## config.mk

```make
export PLATFORM = sky130hd
export DESIGN_NAME = c_subset_token_scanner_flat
export DESIGN_NICKNAME = d
export VERILOG_FILES = /design/src/sv/cst_pkg.sv /design/src/sv/cst_channels.sv /design/src/sv/cst_step.sv /design/src/sv/cst_rsp_fifo.sv /design/src/sv/c_subset_token_scanner.sv /design/src/flat_wrapper.sv
export SDC_FILE = /design/constraint.sdc
export NUM_CORES = 1
export LEC_CHECK = 0
export ABC_CLOCK_PERIOD_IN_PS = 7100
export BUFFER_PORTS_ARGS = -buffer_cell sky130_fd_sc_hd__buf_2
export CORE_MARGIN = 2
export CORE_UTILIZATION = 50
export DETAILED_ROUTE_END_ITERATION = 10
export GPL_TIMING_DRIVEN = 0
export PLACE_DENSITY = 0.75
export SYNTH_ARGS = -nofsm -noshare
export SYNTH_HDL_FRONTEND = slang
export SYNTH_HIERARCHICAL = 1
export SYNTH_SLANG_ARGS = --single-unit
```

## constraint.sdc

```tcl
create_clock -name clock -period 7.1 [get_ports clock]
set_clock_uncertainty 0.05 [all_clocks]
set_input_delay 0.355 -clock clock [delete_from_list [all_inputs] [get_ports clock]]
set_output_delay 0.355 -clock clock [all_outputs]
set_load 0.01 [all_outputs]
```

## src/sv/cst_pkg.sv

```systemverilog
// shared types, constants and lookup functions for the token scanner
package cst_pkg;

   // default sizes
   localparam int CST_PREFIX_DEPTH     = 8;
   localparam int CST_MAX_TOKEN_LENGTH = 255;
   localparam int CST_RSP_DEPTH        = 4;

   // longest keyword, in characters
   localparam int KW_SPAN = 7;
   localparam int KW_COUNT = 15;

   // characters with a role of their own
   localparam logic [7:0] CHR_SQUOTE = 8'd39;
   localparam logic [7:0] CHR_DQUOTE = 8'd34;
   localparam logic [7:0] CHR_DOT    = ".";
   localparam logic [7:0] CHR_EQ     = "=";
   localparam logic [7:0] CHR_PLUS   = "+";
   localparam logic [7:0] CHR_MINUS  = "-";

   // operator and delimiter indexes
   localparam logic [4:0] OP_LE     = 5'd0;
   localparam logic [4:0] OP_GE     = 5'd1;
   localparam logic [4:0] OP_EQEQ   = 5'd2;
   localparam logic [4:0] OP_ASSIGN = 5'd3;
   localparam logic [4:0] OP_GT     = 5'd4;
   localparam logic [4:0] OP_LT     = 5'd5;
   localparam logic [4:0] OP_ADD    = 5'd6;
   localparam logic [4:0] OP_INC    = 5'd7;
   localparam logic [4:0] OP_ADDEQ  = 5'd8;
   localparam logic [4:0] OP_SUB    = 5'd9;
   localparam logic [4:0] OP_DEC    = 5'd10;
   localparam logic [4:0] OP_SUBEQ  = 5'd11;
   localparam logic [4:0] OP_MUL    = 5'd12;
   localparam logic [4:0] OP_MULEQ  = 5'd13;
   localparam logic [4:0] OP_DIV    = 5'd14;
   localparam logic [4:0] OP_DIVEQ  = 5'd15;
   localparam logic [4:0] OP_LBRACE = 5'd16;
   localparam logic [4:0] OP_RBRACE = 5'd17;
   localparam logic [4:0] OP_LPAREN = 5'd18;
   localparam logic [4:0] OP_RPAREN = 5'd19;
   localparam logic [4:0] OP_LBRACK = 5'd20;
   localparam logic [4:0] OP_RBRACK = 5'd21;
   localparam logic [4:0] OP_COMMA  = 5'd22;
   localparam logic [4:0] OP_SEMI   = 5'd23;

   // pending operator kinds, by lead character
   localparam logic [2:0] OPK_EQ    = 3'd0;
   localparam logic [2:0] OPK_GT    = 3'd1;
   localparam logic [2:0] OPK_LT    = 3'd2;
   localparam logic [2:0] OPK_PLUS  = 3'd3;
   localparam logic [2:0] OPK_MINUS = 3'd4;
   localparam logic [2:0] OPK_STAR  = 3'd5;
   localparam logic [2:0] OPK_SLASH = 3'd6;

   typedef enum logic [2:0] {
      CL_KEY = 3'd0,
      CL_ID  = 3'd1,
      CL_OP  = 3'd2,
      CL_NUM = 3'd3,
      CL_CHR = 3'd4,
      CL_STR = 3'd5,
      CL_ERR = 3'd6
   } cst_class_type;

   typedef enum logic [7:0] {
      ST_START = 8'b0000_0001,
      ST_WORD  = 8'b0000_0010,
      ST_INT   = 8'b0000_0100,
      ST_DOT   = 8'b0000_1000,
      ST_FRAC  = 8'b0001_0000,
      ST_CHR   = 8'b0010_0000,
      ST_STR   = 8'b0100_0000,
      ST_OP    = 8'b1000_0000
   } cst_scan_type;

   typedef struct packed {
      logic [2:0] token_class;
      logic [4:0] token_index;
      logic [7:0] token_length;
      logic       last_of_run;
   } cst_result_type;

   // results of one character, oldest in word[0]
   typedef struct packed {
      logic [1:0]                count;
      cst_result_type [1:0]      word;
   } cst_rsp_pair_type;

   typedef struct packed {
      logic       hit;
      logic [3:0] idx;
   } cst_kw_type;

   typedef struct packed {
      logic       hit;
      logic [2:0] kind;
   } cst_lead_type;

   typedef struct packed {
      logic       hit;
      logic [4:0] idx;
   } cst_delim_type;

   function automatic logic is_letter(input logic [7:0] c);
      return c inside {[8'h41:8'h5A], [8'h61:8'h7A]};
   endfunction

   function automatic logic is_numeral(input logic [7:0] c);
      return c inside {[8'h30:8'h39]};
   endfunction

   // keyword text, first character in the top byte
   function automatic logic [55:0] kw_text(input logic [3:0] k);
      logic [55:0] t;
      case (k)
         4'd0:    t = {"int", 32'd0};
         4'd1:    t = {"main", 24'd0};
         4'd2:    t = {"void", 24'd0};
         4'd3:    t = {"if", 40'd0};
         4'd4:    t = {"else", 24'd0};
         4'd5:    t = {"char", 24'd0};
         4'd6:    t = {"float", 16'd0};
         4'd7:    t = {"double", 8'd0};
         4'd8:    t = {"for", 32'd0};
         4'd9:    t = {"while", 16'd0};
         4'd10:   t = {"break", 16'd0};
         4'd11:   t = {"switch", 8'd0};
         4'd12:   t = {"case", 24'd0};
         4'd13:   t = "default";
         4'd14:   t = {"return", 8'd0};
         default: t = 56'd0;
      endcase
      return t;
   endfunction

   function automatic int kw_len(input logic [3:0] k);
      int l;
      case (k)
         4'd0, 4'd8:                          l = 3;
         4'd1, 4'd2, 4'd4, 4'd5, 4'd12:       l = 4;
         4'd3:                                l = 2;
         4'd6, 4'd9, 4'd10:                   l = 5;
         4'd7, 4'd11, 4'd14:                  l = 6;
         4'd13:                               l = 7;
         default:                             l = 0;
      endcase
      return l;
   endfunction

   // compare the stored word against every keyword in parallel
   function automatic cst_kw_type kw_lookup(input logic [55:0] w, input logic [15:0] len);
      cst_kw_type r;
      logic [55:0] t;
      int          l;
      r = '0;
      for (int k = 0; k < KW_COUNT; k++) begin
         t = kw_text(4'(k));
         l = kw_len(4'(k));
         if (!r.hit && len == 16'(l) && ((w ^ t) >> (8 * (KW_SPAN - l))) == 56'd0) begin
            r.hit = 1'b1;
            r.idx = 4'(k);
         end
      end
      return r;
   endfunction

   function automatic cst_lead_type op_lead(input logic [7:0] c);
      cst_lead_type r;
      r.hit = 1'b1;
      case (c)
         "=":     r.kind = OPK_EQ;
         ">":     r.kind = OPK_GT;
         "<":     r.kind = OPK_LT;
         "+":     r.kind = OPK_PLUS;
         "-":     r.kind = OPK_MINUS;
         "*":     r.kind = OPK_STAR;
         "/":     r.kind = OPK_SLASH;
         default: begin
            r.hit  = 1'b0;
            r.kind = OPK_EQ;
         end
      endcase
      return r;
   endfunction

   function automatic cst_delim_type delim_lookup(input logic [7:0] c);
      cst_delim_type r;
      r.hit = 1'b1;
      case (c)
         "{":     r.idx = OP_LBRACE;
         "}":     r.idx = OP_RBRACE;
         "(":     r.idx = OP_LPAREN;
         ")":     r.idx = OP_RPAREN;
         "[":     r.idx = OP_LBRACK;
         "]":     r.idx = OP_RBRACK;
         ",":     r.idx = OP_COMMA;
         ";":     r.idx = OP_SEMI;
         default: begin
            r.hit = 1'b0;
            r.idx = OP_LE;
         end
      endcase
      return r;
   endfunction

   // index of an operator that stays one character long
   function automatic logic [4:0] op_single(input logic [2:0] kind);
      logic [4:0] r;
      case (kind)
         OPK_EQ:    r = OP_ASSIGN;
         OPK_GT:    r = OP_GT;
         OPK_LT:    r = OP_LT;
         OPK_PLUS:  r = OP_ADD;
         OPK_MINUS: r = OP_SUB;
         OPK_STAR:  r = OP_MUL;
         OPK_SLASH: r = OP_DIV;
         default:   r = OP_ASSIGN;
      endcase
      return r;
   endfunction

   // first follow character of each lead
   function automatic logic [7:0] op_f1_char(input logic [2:0] kind);
      logic [7:0] r;
      case (kind)
         OPK_PLUS:  r = CHR_PLUS;
         OPK_MINUS: r = CHR_MINUS;
         default:   r = CHR_EQ;
      endcase
      return r;
   endfunction

   function automatic logic [4:0] op_f1_idx(input logic [2:0] kind);
      logic [4:0] r;
      case (kind)
         OPK_EQ:    r = OP_EQEQ;
         OPK_GT:    r = OP_GE;
         OPK_LT:    r = OP_LE;
         OPK_PLUS:  r = OP_INC;
         OPK_MINUS: r = OP_DEC;
         OPK_STAR:  r = OP_MULEQ;
         OPK_SLASH: r = OP_DIVEQ;
         default:   r = OP_EQEQ;
      endcase
      return r;
   endfunction

   // plus and minus also take a trailing equals sign
   function automatic logic op_f2_has(input logic [2:0] kind);
      return kind == OPK_PLUS || kind == OPK_MINUS;
   endfunction

   function automatic logic [4:0] op_f2_idx(input logic [2:0] kind);
      return (kind == OPK_PLUS) ? OP_ADDEQ : OP_SUBEQ;
   endfunction

   function automatic logic [7:0] sat_length(input logic [15:0] v);
      return (v > 16'd255) ? 8'hFF : v[7:0];
   endfunction

   function automatic cst_result_type make_result(input cst_class_type cls,
                                                  input logic [4:0] idx,
                                                  input logic [15:0] len);
      cst_result_type r;
      r.token_class  = cls;
      r.token_index  = idx;
      r.token_length = sat_length(len);
      r.last_of_run  = 1'b0;
      return r;
   endfunction

endpackage

```

## src/sv/cst_channels.sv

```systemverilog
// valid/ready channel interfaces for characters in and tokens out
interface cst_req_if;
   logic       valid;
   logic       ready;
   logic [7:0] char_in;
   logic       end_of_input;

   modport source (output valid, output char_in, output end_of_input, input ready);
   modport sink   (input valid, input char_in, input end_of_input, output ready);
endinterface

interface cst_rsp_if;
   logic       valid;
   logic       ready;
   logic [2:0] token_class;
   logic [4:0] token_index;
   logic [7:0] token_length;
   logic       last_of_run;

   modport source (output valid, output token_class, output token_index,
                   output token_length, output last_of_run, input ready);
   modport sink   (input valid, input token_class, input token_index,
                   input token_length, input last_of_run, output ready);
endinterface

```

## src/sv/cst_step.sv

```systemverilog
// one lexer step: pending state, rescan from start, end-of-input flush
module cst_step
   import cst_pkg::*;
#(
   parameter int PREFIX_DEPTH     = CST_PREFIX_DEPTH,
   parameter int MAX_TOKEN_LENGTH = CST_MAX_TOKEN_LENGTH,
   localparam int LEN_W  = $clog2(MAX_TOKEN_LENGTH + 1),
   localparam int PIDX_W = $clog2(PREFIX_DEPTH)
) (
   input  cst_scan_type                     scan_state,
   input  logic [2:0]                       op_kind,
   input  logic [LEN_W-1:0]                 length,
   input  logic [PREFIX_DEPTH-1:0][7:0]     prefix,
   input  logic                             error_flag,
   input  logic [7:0]                       char_in,
   input  logic                             end_of_input,
   output cst_scan_type                     scan_next,
   output logic [2:0]                       op_kind_next,
   output logic [LEN_W-1:0]                 length_next,
   output logic                             error_next,
   output logic                             prefix_we,
   output logic [PIDX_W-1:0]                prefix_idx,
   output cst_rsp_pair_type                 rsp_pair
);

   cst_scan_type      s_mid;
   logic [2:0]        k_mid;
   logic [LEN_W-1:0]  len_mid;
   logic [LEN_W-1:0]  len_inc;
   logic              err_mid;
   logic              take_ok;
   logic              again;
   logic              pend_v;
   logic              start_v;
   logic              flush_v;
   cst_result_type    pend_r;
   cst_result_type    start_r;
   cst_result_type    flush_r;
   cst_result_type    r0;
   cst_result_type    r1;
   logic [1:0]        count;
   logic [55:0]       word_now;
   logic [55:0]       word_upd;
   cst_kw_type        kw_now;
   cst_kw_type        kw_upd;
   cst_lead_type      lead;
   cst_delim_type     dlm;
   logic              alnum;
   logic              digit;

   // length after taking one more character, saturating
   assign len_inc = (length < LEN_W'(MAX_TOKEN_LENGTH)) ? length + LEN_W'(1) : length;
   assign take_ok = {1'b0, length} < (LEN_W + 1)'(PREFIX_DEPTH);

   assign lead  = op_lead(char_in);
   assign dlm   = delim_lookup(char_in);
   assign digit = is_numeral(char_in);
   assign alnum = is_letter(char_in) || digit;

   // keyword lookup on the stored prefix
   always_comb begin
      for (int i = 0; i < KW_SPAN; i++) begin
         word_now[8*(KW_SPAN-1-i) +: 8] = prefix[i];
      end
   end

   // and on the prefix after this write
   always_comb begin
      for (int i = 0; i < KW_SPAN; i++) begin
         word_upd[8*(KW_SPAN-1-i) +: 8] =
            (prefix_we && prefix_idx == PIDX_W'(i)) ? char_in : prefix[i];
      end
   end

   assign kw_now = kw_lookup(word_now, 16'(length));
   assign kw_upd = kw_lookup(word_upd, 16'(len_mid));

   // pending token, then the start state for a character that closed it
   always_comb begin
      s_mid      = scan_state;
      k_mid      = op_kind;
      len_mid    = length;
      err_mid    = error_flag;
      prefix_we  = 1'b0;
      prefix_idx = '0;
      again      = 1'b0;
      pend_v     = 1'b0;
      pend_r     = '0;
      start_v    = 1'b0;
      start_r    = '0;
      if (!error_flag) begin
         case (scan_state)
            ST_START: begin
               again = 1'b1;
            end
            ST_WORD: begin
               if (alnum) begin
                  prefix_we  = take_ok;
                  prefix_idx = length[PIDX_W-1:0];
                  len_mid    = len_inc;
               end else begin
                  pend_v  = 1'b1;
                  pend_r  = kw_now.hit ?
                            make_result(CL_KEY, {1'b0, kw_now.idx}, 16'(length)) :
                            make_result(CL_ID, 5'd0, 16'(length));
                  s_mid   = ST_START;
                  len_mid = '0;
                  again   = 1'b1;
               end
            end
            ST_INT: begin
               if (digit || char_in == CHR_DOT) begin
                  prefix_we  = take_ok;
                  prefix_idx = length[PIDX_W-1:0];
                  len_mid    = len_inc;
                  if (!digit) begin
                     s_mid = ST_DOT;
                  end
               end else begin
                  pend_v  = 1'b1;
                  pend_r  = make_result(CL_NUM, 5'd0, 16'(length));
                  s_mid   = ST_START;
                  len_mid = '0;
                  again   = 1'b1;
               end
            end
            ST_DOT: begin
               if (digit) begin
                  prefix_we  = take_ok;
                  prefix_idx = length[PIDX_W-1:0];
                  len_mid    = len_inc;
                  s_mid      = ST_FRAC;
               end else begin
                  // dot with no digit after it: error, character dropped
                  err_mid = 1'b1;
                  pend_v  = 1'b1;
                  pend_r  = make_result(CL_ERR, 5'd0, 16'(length));
                  s_mid   = ST_START;
                  len_mid = '0;
               end
            end
            ST_FRAC: begin
               if (digit) begin
                  prefix_we  = take_ok;
                  prefix_idx = length[PIDX_W-1:0];
                  len_mid    = len_inc;
               end else begin
                  pend_v  = 1'b1;
                  pend_r  = make_result(CL_NUM, 5'd0, 16'(length));
                  s_mid   = ST_START;
                  len_mid = '0;
                  again   = 1'b1;
               end
            end
            ST_CHR, ST_STR: begin
               prefix_we  = take_ok;
               prefix_idx = length[PIDX_W-1:0];
               len_mid    = len_inc;
               if (scan_state == ST_CHR && char_in == CHR_SQUOTE) begin
                  pend_v  = 1'b1;
                  pend_r  = make_result(CL_CHR, 5'd0, 16'(len_inc));
                  s_mid   = ST_START;
                  len_mid = '0;
               end else if (scan_state == ST_STR && char_in == CHR_DQUOTE) begin
                  pend_v  = 1'b1;
                  pend_r  = make_result(CL_STR, 5'd0, 16'(len_inc));
                  s_mid   = ST_START;
                  len_mid = '0;
               end
            end
            ST_OP: begin
               if (char_in == op_f1_char(op_kind)) begin
                  prefix_we  = take_ok;
                  prefix_idx = length[PIDX_W-1:0];
                  pend_v     = 1'b1;
                  pend_r     = make_result(CL_OP, op_f1_idx(op_kind), 16'(len_inc));
               end else if (op_f2_has(op_kind) && char_in == CHR_EQ) begin
                  prefix_we  = take_ok;
                  prefix_idx = length[PIDX_W-1:0];
                  pend_v     = 1'b1;
                  pend_r     = make_result(CL_OP, op_f2_idx(op_kind), 16'(len_inc));
               end else begin
                  pend_v = 1'b1;
                  pend_r = make_result(CL_OP, op_single(op_kind), 16'(length));
                  again  = 1'b1;
               end
               s_mid   = ST_START;
               len_mid = '0;
            end
            default: begin
               s_mid   = ST_START;
               len_mid = '0;
               again   = 1'b1;
            end
         endcase

         // scan the character from the start state
         if (again) begin
            if (is_letter(char_in) || digit || char_in == CHR_SQUOTE ||
                char_in == CHR_DQUOTE || lead.hit || dlm.hit) begin
               prefix_we  = 1'b1;
               prefix_idx = '0;
               len_mid    = LEN_W'(1);
            end
            if (is_letter(char_in)) begin
               s_mid = ST_WORD;
            end else if (digit) begin
               s_mid = ST_INT;
            end else if (char_in == CHR_SQUOTE) begin
               s_mid = ST_CHR;
            end else if (char_in == CHR_DQUOTE) begin
               s_mid = ST_STR;
            end else if (lead.hit) begin
               s_mid = ST_OP;
               k_mid = lead.kind;
            end else if (dlm.hit) begin
               start_v = 1'b1;
               start_r = make_result(CL_OP, dlm.idx, 16'd1);
               s_mid   = ST_START;
               len_mid = '0;
            end
         end
      end
   end

   // end of input: flush whatever token is still open
   always_comb begin
      scan_next    = s_mid;
      op_kind_next = k_mid;
      length_next  = len_mid;
      error_next   = err_mid;
      flush_v      = 1'b0;
      flush_r      = '0;
      if (end_of_input && !error_flag) begin
         if (!err_mid) begin
            case (s_mid)
               ST_START: begin
                  flush_v = 1'b0;
               end
               ST_WORD: begin
                  flush_v = 1'b1;
                  flush_r = kw_upd.hit ?
                            make_result(CL_KEY, {1'b0, kw_upd.idx}, 16'(len_mid)) :
                            make_result(CL_ID, 5'd0, 16'(len_mid));
               end
               ST_INT, ST_FRAC: begin
                  flush_v = 1'b1;
                  flush_r = make_result(CL_NUM, 5'd0, 16'(len_mid));
               end
               ST_OP: begin
                  flush_v = 1'b1;
                  flush_r = make_result(CL_OP, op_single(k_mid), 16'(len_mid));
               end
               default: begin
                  // open quote or trailing dot
                  error_next = 1'b1;
                  flush_v    = 1'b1;
                  flush_r    = make_result(CL_ERR, 5'd0, 16'(len_mid));
               end
            endcase
         end
         scan_next   = ST_START;
         length_next = '0;
      end
   end

   // pack up to two results in order and mark the last one
   always_comb begin
      count = {1'b0, pend_v} + {1'b0, start_v} + {1'b0, flush_v};
      r0    = pend_v ? pend_r : (start_v ? start_r : flush_r);
      r1    = (pend_v && start_v) ? start_r : flush_r;
      if (count == 2'd1) begin
         r0.last_of_run = 1'b1;
      end
      if (count == 2'd2) begin
         r1.last_of_run = 1'b1;
      end
      rsp_pair.count   = count;
      rsp_pair.word[0] = r0;
      rsp_pair.word[1] = r1;
   end

endmodule

```

## src/sv/cst_rsp_fifo.sv

```systemverilog
// small result queue that takes up to two words a cycle and sends one while rsp_chan.ready is high
module cst_rsp_fifo
   import cst_pkg::*;
(
   input  logic               clock,
   input  logic               reset,
   input  logic [1:0]         push_count,
   input  cst_rsp_pair_type   push_data,
   output logic               room,
   cst_rsp_if.source          rsp_chan
);

   localparam int DEPTH = CST_RSP_DEPTH;
   localparam int PTR_W = $clog2(DEPTH);
   localparam int CNT_W = $clog2(DEPTH + 1);

   cst_result_type     mem_ff [DEPTH];
   logic [PTR_W-1:0]   wr_ptr_ff;
   logic [PTR_W-1:0]   wr_ptr_in;
   logic [PTR_W-1:0]   rd_ptr_ff;
   logic [PTR_W-1:0]   rd_ptr_in;
   logic [CNT_W-1:0]   count_ff;
   logic [CNT_W-1:0]   count_in;
   logic               pop;

   // head of queue drives the channel
   assign rsp_chan.valid        = count_ff != '0;
   assign rsp_chan.token_class  = mem_ff[rd_ptr_ff].token_class;
   assign rsp_chan.token_index  = mem_ff[rd_ptr_ff].token_index;
   assign rsp_chan.token_length = mem_ff[rd_ptr_ff].token_length;
   assign rsp_chan.last_of_run  = mem_ff[rd_ptr_ff].last_of_run;

   assign pop  = rsp_chan.valid && rsp_chan.ready;
   assign room = count_ff <= CNT_W'(DEPTH - 2);

   // pointer and fill bookkeeping
   assign wr_ptr_in = wr_ptr_ff + PTR_W'(push_count);
   assign rd_ptr_in = rd_ptr_ff + PTR_W'(pop);
   assign count_in  = count_ff + CNT_W'(push_count) - CNT_W'(pop);

   always_ff @(posedge clock) begin
      if (reset) begin
         wr_ptr_ff <= '0;
         rd_ptr_ff <= '0;
         count_ff  <= '0;
      end else begin
         wr_ptr_ff <= wr_ptr_in;
         rd_ptr_ff <= rd_ptr_in;
         count_ff  <= count_in;
      end
   end

   // storage writes
   always_ff @(posedge clock) begin
      if (push_count != 2'd0) begin
         mem_ff[wr_ptr_ff] <= push_data.word[0];
      end
      if (push_count == 2'd2) begin
         mem_ff[wr_ptr_ff + PTR_W'(1)] <= push_data.word[1];
      end
   end

endmodule

```

## src/sv/c_subset_token_scanner.sv

```systemverilog
// top level of the token scanner: scan state registers, step logic, result queue
//
//   channel   dir   payload                                            word accepted
//   req_chan  in    char_in, end_of_input                              valid && ready
//   rsp_chan  out   token_class, token_index, token_length, last_of_run valid && ready
//
// One character is accepted per cycle; its step logic runs in the cycle it is taken
// and its zero, one or two result words land in a four-word queue.
// The queue sets the rate: req_chan.ready is high while two words are free, so a
// stream that makes one token per character runs at one character a cycle.
// Synchronous reset puts the scanner in the start state and empties the queue.
// A stall on rsp_chan fills the queue and then holds req_chan.ready low.
module c_subset_token_scanner
   import cst_pkg::*;
#(
   parameter int PREFIX_DEPTH     = CST_PREFIX_DEPTH,
   parameter int MAX_TOKEN_LENGTH = CST_MAX_TOKEN_LENGTH
) (
   input  logic       clock,
   input  logic       reset,
   cst_req_if.sink    req_chan,
   cst_rsp_if.source  rsp_chan
);

   localparam int LEN_W  = $clog2(MAX_TOKEN_LENGTH + 1);
   localparam int PIDX_W = $clog2(PREFIX_DEPTH);

   cst_scan_type                  scan_ff;
   cst_scan_type                  scan_in;
   logic [2:0]                    op_kind_ff;
   logic [2:0]                    op_kind_in;
   logic [LEN_W-1:0]              length_ff;
   logic [LEN_W-1:0]              length_in;
   logic                          error_ff;
   logic                          error_in;
   logic [PREFIX_DEPTH-1:0][7:0]  prefix_ff;
   logic                          prefix_we;
   logic [PIDX_W-1:0]             prefix_idx;
   cst_rsp_pair_type              rsp_pair;
   logic                          room;
   logic                          accept;
   logic [1:0]                    push_count;

   assign req_chan.ready = room;
   assign accept         = req_chan.valid && req_chan.ready;
   assign push_count     = accept ? rsp_pair.count : 2'd0;

   // lexer step for the offered character
   cst_step #(
      .PREFIX_DEPTH     (PREFIX_DEPTH),
      .MAX_TOKEN_LENGTH (MAX_TOKEN_LENGTH)
   ) u_step (
      .scan_state   (scan_ff),
      .op_kind      (op_kind_ff),
      .length       (length_ff),
      .prefix       (prefix_ff),
      .error_flag   (error_ff),
      .char_in      (req_chan.char_in),
      .end_of_input (req_chan.end_of_input),
      .scan_next    (scan_in),
      .op_kind_next (op_kind_in),
      .length_next  (length_in),
      .error_next   (error_in),
      .prefix_we    (prefix_we),
      .prefix_idx   (prefix_idx),
      .rsp_pair     (rsp_pair)
   );

   // scan state, updated on every accepted word
   always_ff @(posedge clock) begin
      if (reset) begin
         scan_ff    <= ST_START;
         op_kind_ff <= OPK_EQ;
         length_ff  <= '0;
         error_ff   <= 1'b0;
      end else if (accept) begin
         scan_ff    <= scan_in;
         op_kind_ff <= op_kind_in;
         length_ff  <= length_in;
         error_ff   <= error_in;
      end
   end

   // first characters of the open token
   always_ff @(posedge clock) begin
      if (accept && prefix_we) begin
         prefix_ff[prefix_idx] <= req_chan.char_in;
      end
   end

   // result queue
   cst_rsp_fifo u_rsp_fifo (
      .clock      (clock),
      .reset      (reset),
      .push_count (push_count),
      .push_data  (rsp_pair),
      .room       (room),
      .rsp_chan   (rsp_chan)
   );

endmodule

```

## src/flat_wrapper.sv

```systemverilog
// flat-port wrapper written by rule: the top's interface ports become plain ports
module c_subset_token_scanner_flat import cst_pkg::*;
#(
   parameter int PREFIX_DEPTH     = CST_PREFIX_DEPTH,
   parameter int MAX_TOKEN_LENGTH = CST_MAX_TOKEN_LENGTH
)
  (clock, reset, req_chan_valid, req_chan_char_in, req_chan_end_of_input, req_chan_ready, rsp_chan_valid, rsp_chan_token_class, rsp_chan_token_index, rsp_chan_token_length, rsp_chan_last_of_run, rsp_chan_ready);
  cst_req_if req_chan_i ();
  cst_rsp_if rsp_chan_i ();
  input  logic clock;
  input  logic reset;
  input wire logic [$bits(req_chan_i.valid)-1:0] req_chan_valid;
  input wire logic [$bits(req_chan_i.char_in)-1:0] req_chan_char_in;
  input wire logic [$bits(req_chan_i.end_of_input)-1:0] req_chan_end_of_input;
  output wire logic [$bits(req_chan_i.ready)-1:0] req_chan_ready;
  output wire logic [$bits(rsp_chan_i.valid)-1:0] rsp_chan_valid;
  output wire logic [$bits(rsp_chan_i.token_class)-1:0] rsp_chan_token_class;
  output wire logic [$bits(rsp_chan_i.token_index)-1:0] rsp_chan_token_index;
  output wire logic [$bits(rsp_chan_i.token_length)-1:0] rsp_chan_token_length;
  output wire logic [$bits(rsp_chan_i.last_of_run)-1:0] rsp_chan_last_of_run;
  input wire logic [$bits(rsp_chan_i.ready)-1:0] rsp_chan_ready;
  assign req_chan_i.valid = req_chan_valid;
  assign req_chan_i.char_in = req_chan_char_in;
  assign req_chan_i.end_of_input = req_chan_end_of_input;
  assign req_chan_ready = req_chan_i.ready;
  assign rsp_chan_valid = rsp_chan_i.valid;
  assign rsp_chan_token_class = rsp_chan_i.token_class;
  assign rsp_chan_token_index = rsp_chan_i.token_index;
  assign rsp_chan_token_length = rsp_chan_i.token_length;
  assign rsp_chan_last_of_run = rsp_chan_i.last_of_run;
  assign rsp_chan_i.ready = rsp_chan_ready;
  c_subset_token_scanner #(.PREFIX_DEPTH(PREFIX_DEPTH), .MAX_TOKEN_LENGTH(MAX_TOKEN_LENGTH)) u_core (.clock(clock), .reset(reset), .req_chan(req_chan_i), .rsp_chan(rsp_chan_i));
endmodule
```

==> reports/results.txt, run 1 <==
first-pass GRT wire length = 69970 um
hold_buf cts = 0
Antenna Nets Post-Route = 0
drt drc = 0
worst-margin pin slew = 1.292 ns
Area Growth Syn to Fin = 9.722%
critical path class = reg2reg
Clock Latency Late Sink = 0.44 ns
CTS Buffer Depth = 2
status = finished clean
CP endpoint kind = register
# port buffers = 29
Core Region = 24320 um^2
yosys warns = 6
syn_nets = 1348
Final Hold Vio Count = 0
Site Rows = 57
HPWL reported at the end of detailed placement = 36270 um
Cell Pwr Density = 184.4 nW/um^2
CP startpoint kind = register
TNS Setup = 0 ns
grt total ovfl = 0
# diodes = 0
fmax = 160.3 MHz
worst-path fanout max = 10
pin count of the biggest net entering global routing = 18
post-synthesis cell area = 12370 um^2
Leakage = 0.004561 uW
Final Non-Filler Cells = 1715
vias in the first global route = 11130
number of fill cells = 2169
initial antenna violation count = 0
Die Ht = 161.3 um
post-CTS sizing = 0
boundary pin count = 32
CTS clock-pin slew for the worst setup and hold paths = 0.08 ns
Max transition margin = 12.48%
Initial Util = 50.86%
CTS H-tree depth = 4
Num CTS Buffers = 17
layout cells sized above 1 = 19.99%
Starting DRT DRC Count = 1817
die width = 161.3 um
Cells after Synth = 1326
gr usage total = 35.76%
minimum clock period = 6.240 ns
nets = 1400
Sink Count = 151
via count = 11910
worst endpoint required time = 7.23 ns
router iterations before antenna repair = 6
Hold Slack = 0.1728 ns
DP Cell Count = 1682
Worst EP arrival = 6.37 ns
DR vias/cell = 6.943
Post-CTS Repair Setup Buffers = 0
CTS tree = done
# setup viols final = 0
maxcap violations = 0
Detailed Route WL = 46460 um
root buffer cell = clkbuf_16
syn avg cell area = 9.327 um^2
Wirelength per Cell = 27.09 um
Die ar. = 26010 um^2
Hold WC Path Type = in2reg
Period Utilization, post-route = 87.89%
global placement routability congestion = 1.076
unrepaired setup endpoints after global routing = false
Slew Viols, Final = 0
Max IR drop VDD = 0.0001358 V
sequential cells by signal (all words and copies together), names as in the netlist:
register,flops
u_core/scan_ff,8
u_core/error_ff,1
u_core/u_rsp_fifo/mem_ff,68
u_core/op_kind_ff,3
u_core/u_rsp_fifo/wr_ptr_ff,2
u_core/length_ff,8
u_core/u_rsp_fifo/count_ff,3
u_core/prefix_ff,56
u_core/u_rsp_fifo/rd_ptr_ff,2
report_power, final:
part	total [uW]	switching, uW	internal (uW)	leakage, uW
combinational	570	359	211	0.00288
clock	926	453	473	0.000286
sequential	1010	21.1	985	0.00140
worst max-delay path: stages (launching register included):
cell and delay (ns):
dfxtp_1 0.33, clkbuf_1 0.20, nor4_2 0.45, and4b_1 0.41, nand3_1 0.30, and4_4 0.30
o2bb2ai_2 0.16, a32o_1 0.34, nand2b_1 0.18, nor4_1 0.75, nand2_1 0.12, nand2_1 0.12
inv_1 0.09, fa_1 0.53, and3_1 0.26, buf_6 0.15, nor4b_4 0.64, buf_8 0.25
mux2_4 0.31
stage by stage:
stage | worst slack (ns) | cell area, um^2 | total power (uW) | utilization [%]
6_report | 0.8601 | 13570 | 2502 | 55.80
4_1_cts | 1.022 | 13560 | 2500 | 55.75
3_3_place_gp | -0.05909 | 12920 | 1567 | 53.12
3_5_place_dp | 0.7691 | 12970 | 1581 | 53.35
5_1_grt | 0.6255 | 13570 | 2590 | 55.80
2_1_floorplan | 1.699 | 12370 | 1407 | -
routing by layer:
metal	global-route usage (%)	part of all wire, %	vias up
met4	13.19	4.0	0
met3	7.781	10	119
li1	-	-	5233
met1	50.26	42	5803
met2	54.43	44	752
met5	0	0	-
path summary, 6_finish.rpt:
| check | startpoint | endpoint | slack (ns) | depth (start not counted) |
|---|---|---|---|---|
| worst max-delay path | u_core/scan_ff[1] | u_core/u_rsp_fifo/mem_ff[1][8] | 0.86 | 18 |
| worst min-delay path | req_chan_char_in[7] | u_core/prefix_ff[23] | 0.17 | 1 |
| worst max register to register | u_core/scan_ff[1] | u_core/u_rsp_fifo/mem_ff[1][8] | 0.86 | 18 |
| worst min register to register | u_core/error_ff | u_core/error_ff | 0.53 | 2 |
final cells by class:
type,instances,area (um^2),share of cell area [%]
clock buffer,18,429.2,3.162
multi-input combinational,1061,7564,55.73
clock inverter,14,155.1,1.143
buffer,85,456.7,3.365
inverter,29,108.9,0.8021
tap,324,405.4,2.987
sequential,151,4264,31.42
timing repair buffer,33,187.7,1.383
layout by cell type (no fill, tap or decap), drive strengths merged, types with 37 or more instances in the layout:
| cell type | instances |
|---|---|
| nand2 | 93 |
| buf | 80 |
| clkbuf | 56 |
| nor2b | 37 |
| mux2 | 74 |
| nor3 | 62 |
| inv | 38 |
| nor2 | 108 |
| o21ai | 60 |
| edfxtp | 124 |
| a21oi | 87 |
| nand3 | 84 |
| nand4 | 42 |
Note: power is estimated with default switching activity, not from simulation.
==> run 2, diff against run 1 <==
- PLACE_DENSITY: 0.75 -> default
- PLACE_DENSITY_LB_ADDON: default -> 0.12
==> reports/results.txt, run 2 (synthesis results as in run 1) <==
FF-to-FF path depth = 18
Max transition margin = 10.20%
Antenna Nets Post-Route = 0
WHS Endpoint = u_core/prefix_ff[37]
biggest regs = u_core/u_rsp_fifo/mem_ff: 68 flops, u_core/prefix_ff: 56 flops
CP startpoint kind = register
layout cells sized above 1 = 20.11%
Site Rows = 57
# setup viols final = 0
CTS tree = done
flop2flop setup slack = 0.74 ns
Hold WC Path Type = in2reg
Leakage = 0.004582 uW
boundary pin count = 32
CP endpoint kind = register
multi-input logic area = 7571 um^2
commonest non-fill, non-tap cells in the layout = edfxtp_1 (124), nor2_1 (106), nand2_1 (93), nand3_1 (84), a21oi_1 (68)
critical path class = reg2reg
max FFs per register = 68
initial antenna violation count = 1
Post-CTS Repair Setup Buffers = 0
Register Area = 4264 um^2
grt total ovfl = 0
pin count of the biggest net entering global routing = 17
hold_sp = req_chan_char_in[5]
vias in the first global route = 11110
commonest non-fill, non-tap cell in the layout = edfxtp_1
Final Hold Vio Count = 0
reg2reg start = u_core/scan_ff[1]
Detailed Route WL = 47460 um
Slew Viols, Final = 0
unrepaired setup endpoints after global routing = false
Starting DRT DRC Count = 1770
drt drc = 0
Max IR drop VDD = 0.0001432 V
status = finished clean
gr usage total = 36.40%
Hold Path Stages = 1
hold_buf cts = 0
Worst EP arrival = 6.48 ns
# diodes = 0
TNS Setup = 0 ns
first-pass GRT wire length = 70390 um
number of fill cells = 2217
DR vias/cell = 6.910
Area Growth Syn to Fin = 10.22%
worst-path fanout max = 10
Die ar. = 26010 um^2
worst endpoint required time = 7.23 ns
CTS Buffer Depth = 2
die width = 161.3 um
worst flop-to-flop path endpoint = u_core/u_rsp_fifo/mem_ff[1][10]
Core Region = 24320 um^2
router iterations before antenna repair = 7
CTS H-tree depth = 4
via count = 11860
Sink Count = 151
# port buffers = 29
CTS clock-pin slew for the worst setup and hold paths = 0.08 ns
Clock Latency Late Sink = 0.44 ns
global placement routability congestion = 1.051
worst-margin pin slew = 1.326 ns
minimum clock period = 6.356 ns
Num CTS Buffers = 17
Die Ht = 161.3 um
Pwr Total = 2567 uW
Largest Register = u_core/u_rsp_fifo/mem_ff
Cell Pwr Density = 188.3 nW/um^2
root buffer cell = clkbuf_16
fmax = 157.3 MHz
Initial Util = 50.86%
nets = 1401
Period Utilization, post-route = 89.51%
post-CTS sizing = 0
HPWL reported at the end of detailed placement = 37220 um
Wirelength per Cell = 27.66 um
maxcap violations = 0
[run 2: changes by cell type in the layout (fill, tap and decap cells not counted), sizes merged]
cell      before  now
buf           80   82
bufinv         0    2
clkbuf        56   55
clkinv         5    4
clkinvlp       0    1
inv           38   36
[run 2: critical path, stage by stage, from the launching register on]
cell and delay, ns:
dfxtp_1 0.33, clkbuf_1 0.21, nor4_2 0.49, and4b_1 0.43, nand3_1 0.31, and4_4 0.31, o2bb2ai_2 0.15, a32o_1 0.31
nand2b_1 0.16, nor4_1 0.80, nand2_1 0.12, nand2_1 0.12, inv_1 0.09, fa_1 0.55, and3_1 0.26, buf_6 0.15
nor4b_4 0.66, buf_8 0.25, mux2_4 0.31
[run 2: how the worst max path moves through the flow]
stage | to | from | cells past startpoint | slack, ns
after floorplan | u_core/u_rsp_fifo/mem_ff[2][0] | req_chan_char_in[3] | 18 | 1.70
after CTS | u_core/u_rsp_fifo/mem_ff[1][8] | u_core/scan_ff[1] | 18 | 0.99
after global placement | u_core/u_rsp_fifo/mem_ff[2][9] | req_chan_char_in[1] | 18 | -0.21
final | u_core/u_rsp_fifo/mem_ff[1][10] | u_core/scan_ff[1] | 18 | 0.74
after detailed placement | u_core/u_rsp_fifo/mem_ff[1][9] | req_chan_char_in[1] | 19 | 0.70
after global routing | u_core/u_rsp_fifo/mem_ff[1][10] | req_chan_char_in[1] | 19 | 0.43
[run 2: cell type report]
cell class | count | area share, %
plain buffers | 85 | 3.350
inverters | 29 | 0.7985
multi-input cells | 1061 | 55.54
clock inverters | 14 | 1.349
well taps | 324 | 2.974
repair buffers | 34 | 1.560
flip-flops and latches | 151 | 31.28
clock buffers | 18 | 3.148
[run 2: per-stage QoR]
stage / hold WS (ns) / cells / worst slack [ns] / instance area [um^2] / utilization (%)
after global routing: 0.1838 / 1716 / 0.4288 / 13630 / 56.05
after CTS: 0.1758 / 1716 / 0.9880 / 13630 / 56.03
after floorplan: 0.4039 / 1326 / 1.699 / 12370 / -
after global placement: 0.5107 / 1679 / -0.2058 / 12920 / 53.12
final: 0.1781 / 1716 / 0.7445 / 13630 / 56.05
after detailed placement: 0.5161 / 1684 / 0.6952 / 13010 / 53.51
[run 2: report_power, final]
group,internal (uW),switching [uW],total (uW)
Clock,538,447,985
Combinational,212,366,578
Sequential,985,20.6,1010
Total,1730,833,2570
[run 2: routing by layer]
layer | vias to the layer above | GRT usage (%) | routed length, um
met5 | - | 0 | 0
met4 | 0 | 13.92 | 1862
met3 | 124 | 9.065 | 5063
met2 | 759 | 55.44 | 20760
met1 | 5739 | 50.15 | 19770
li1 | 5235 | - | -
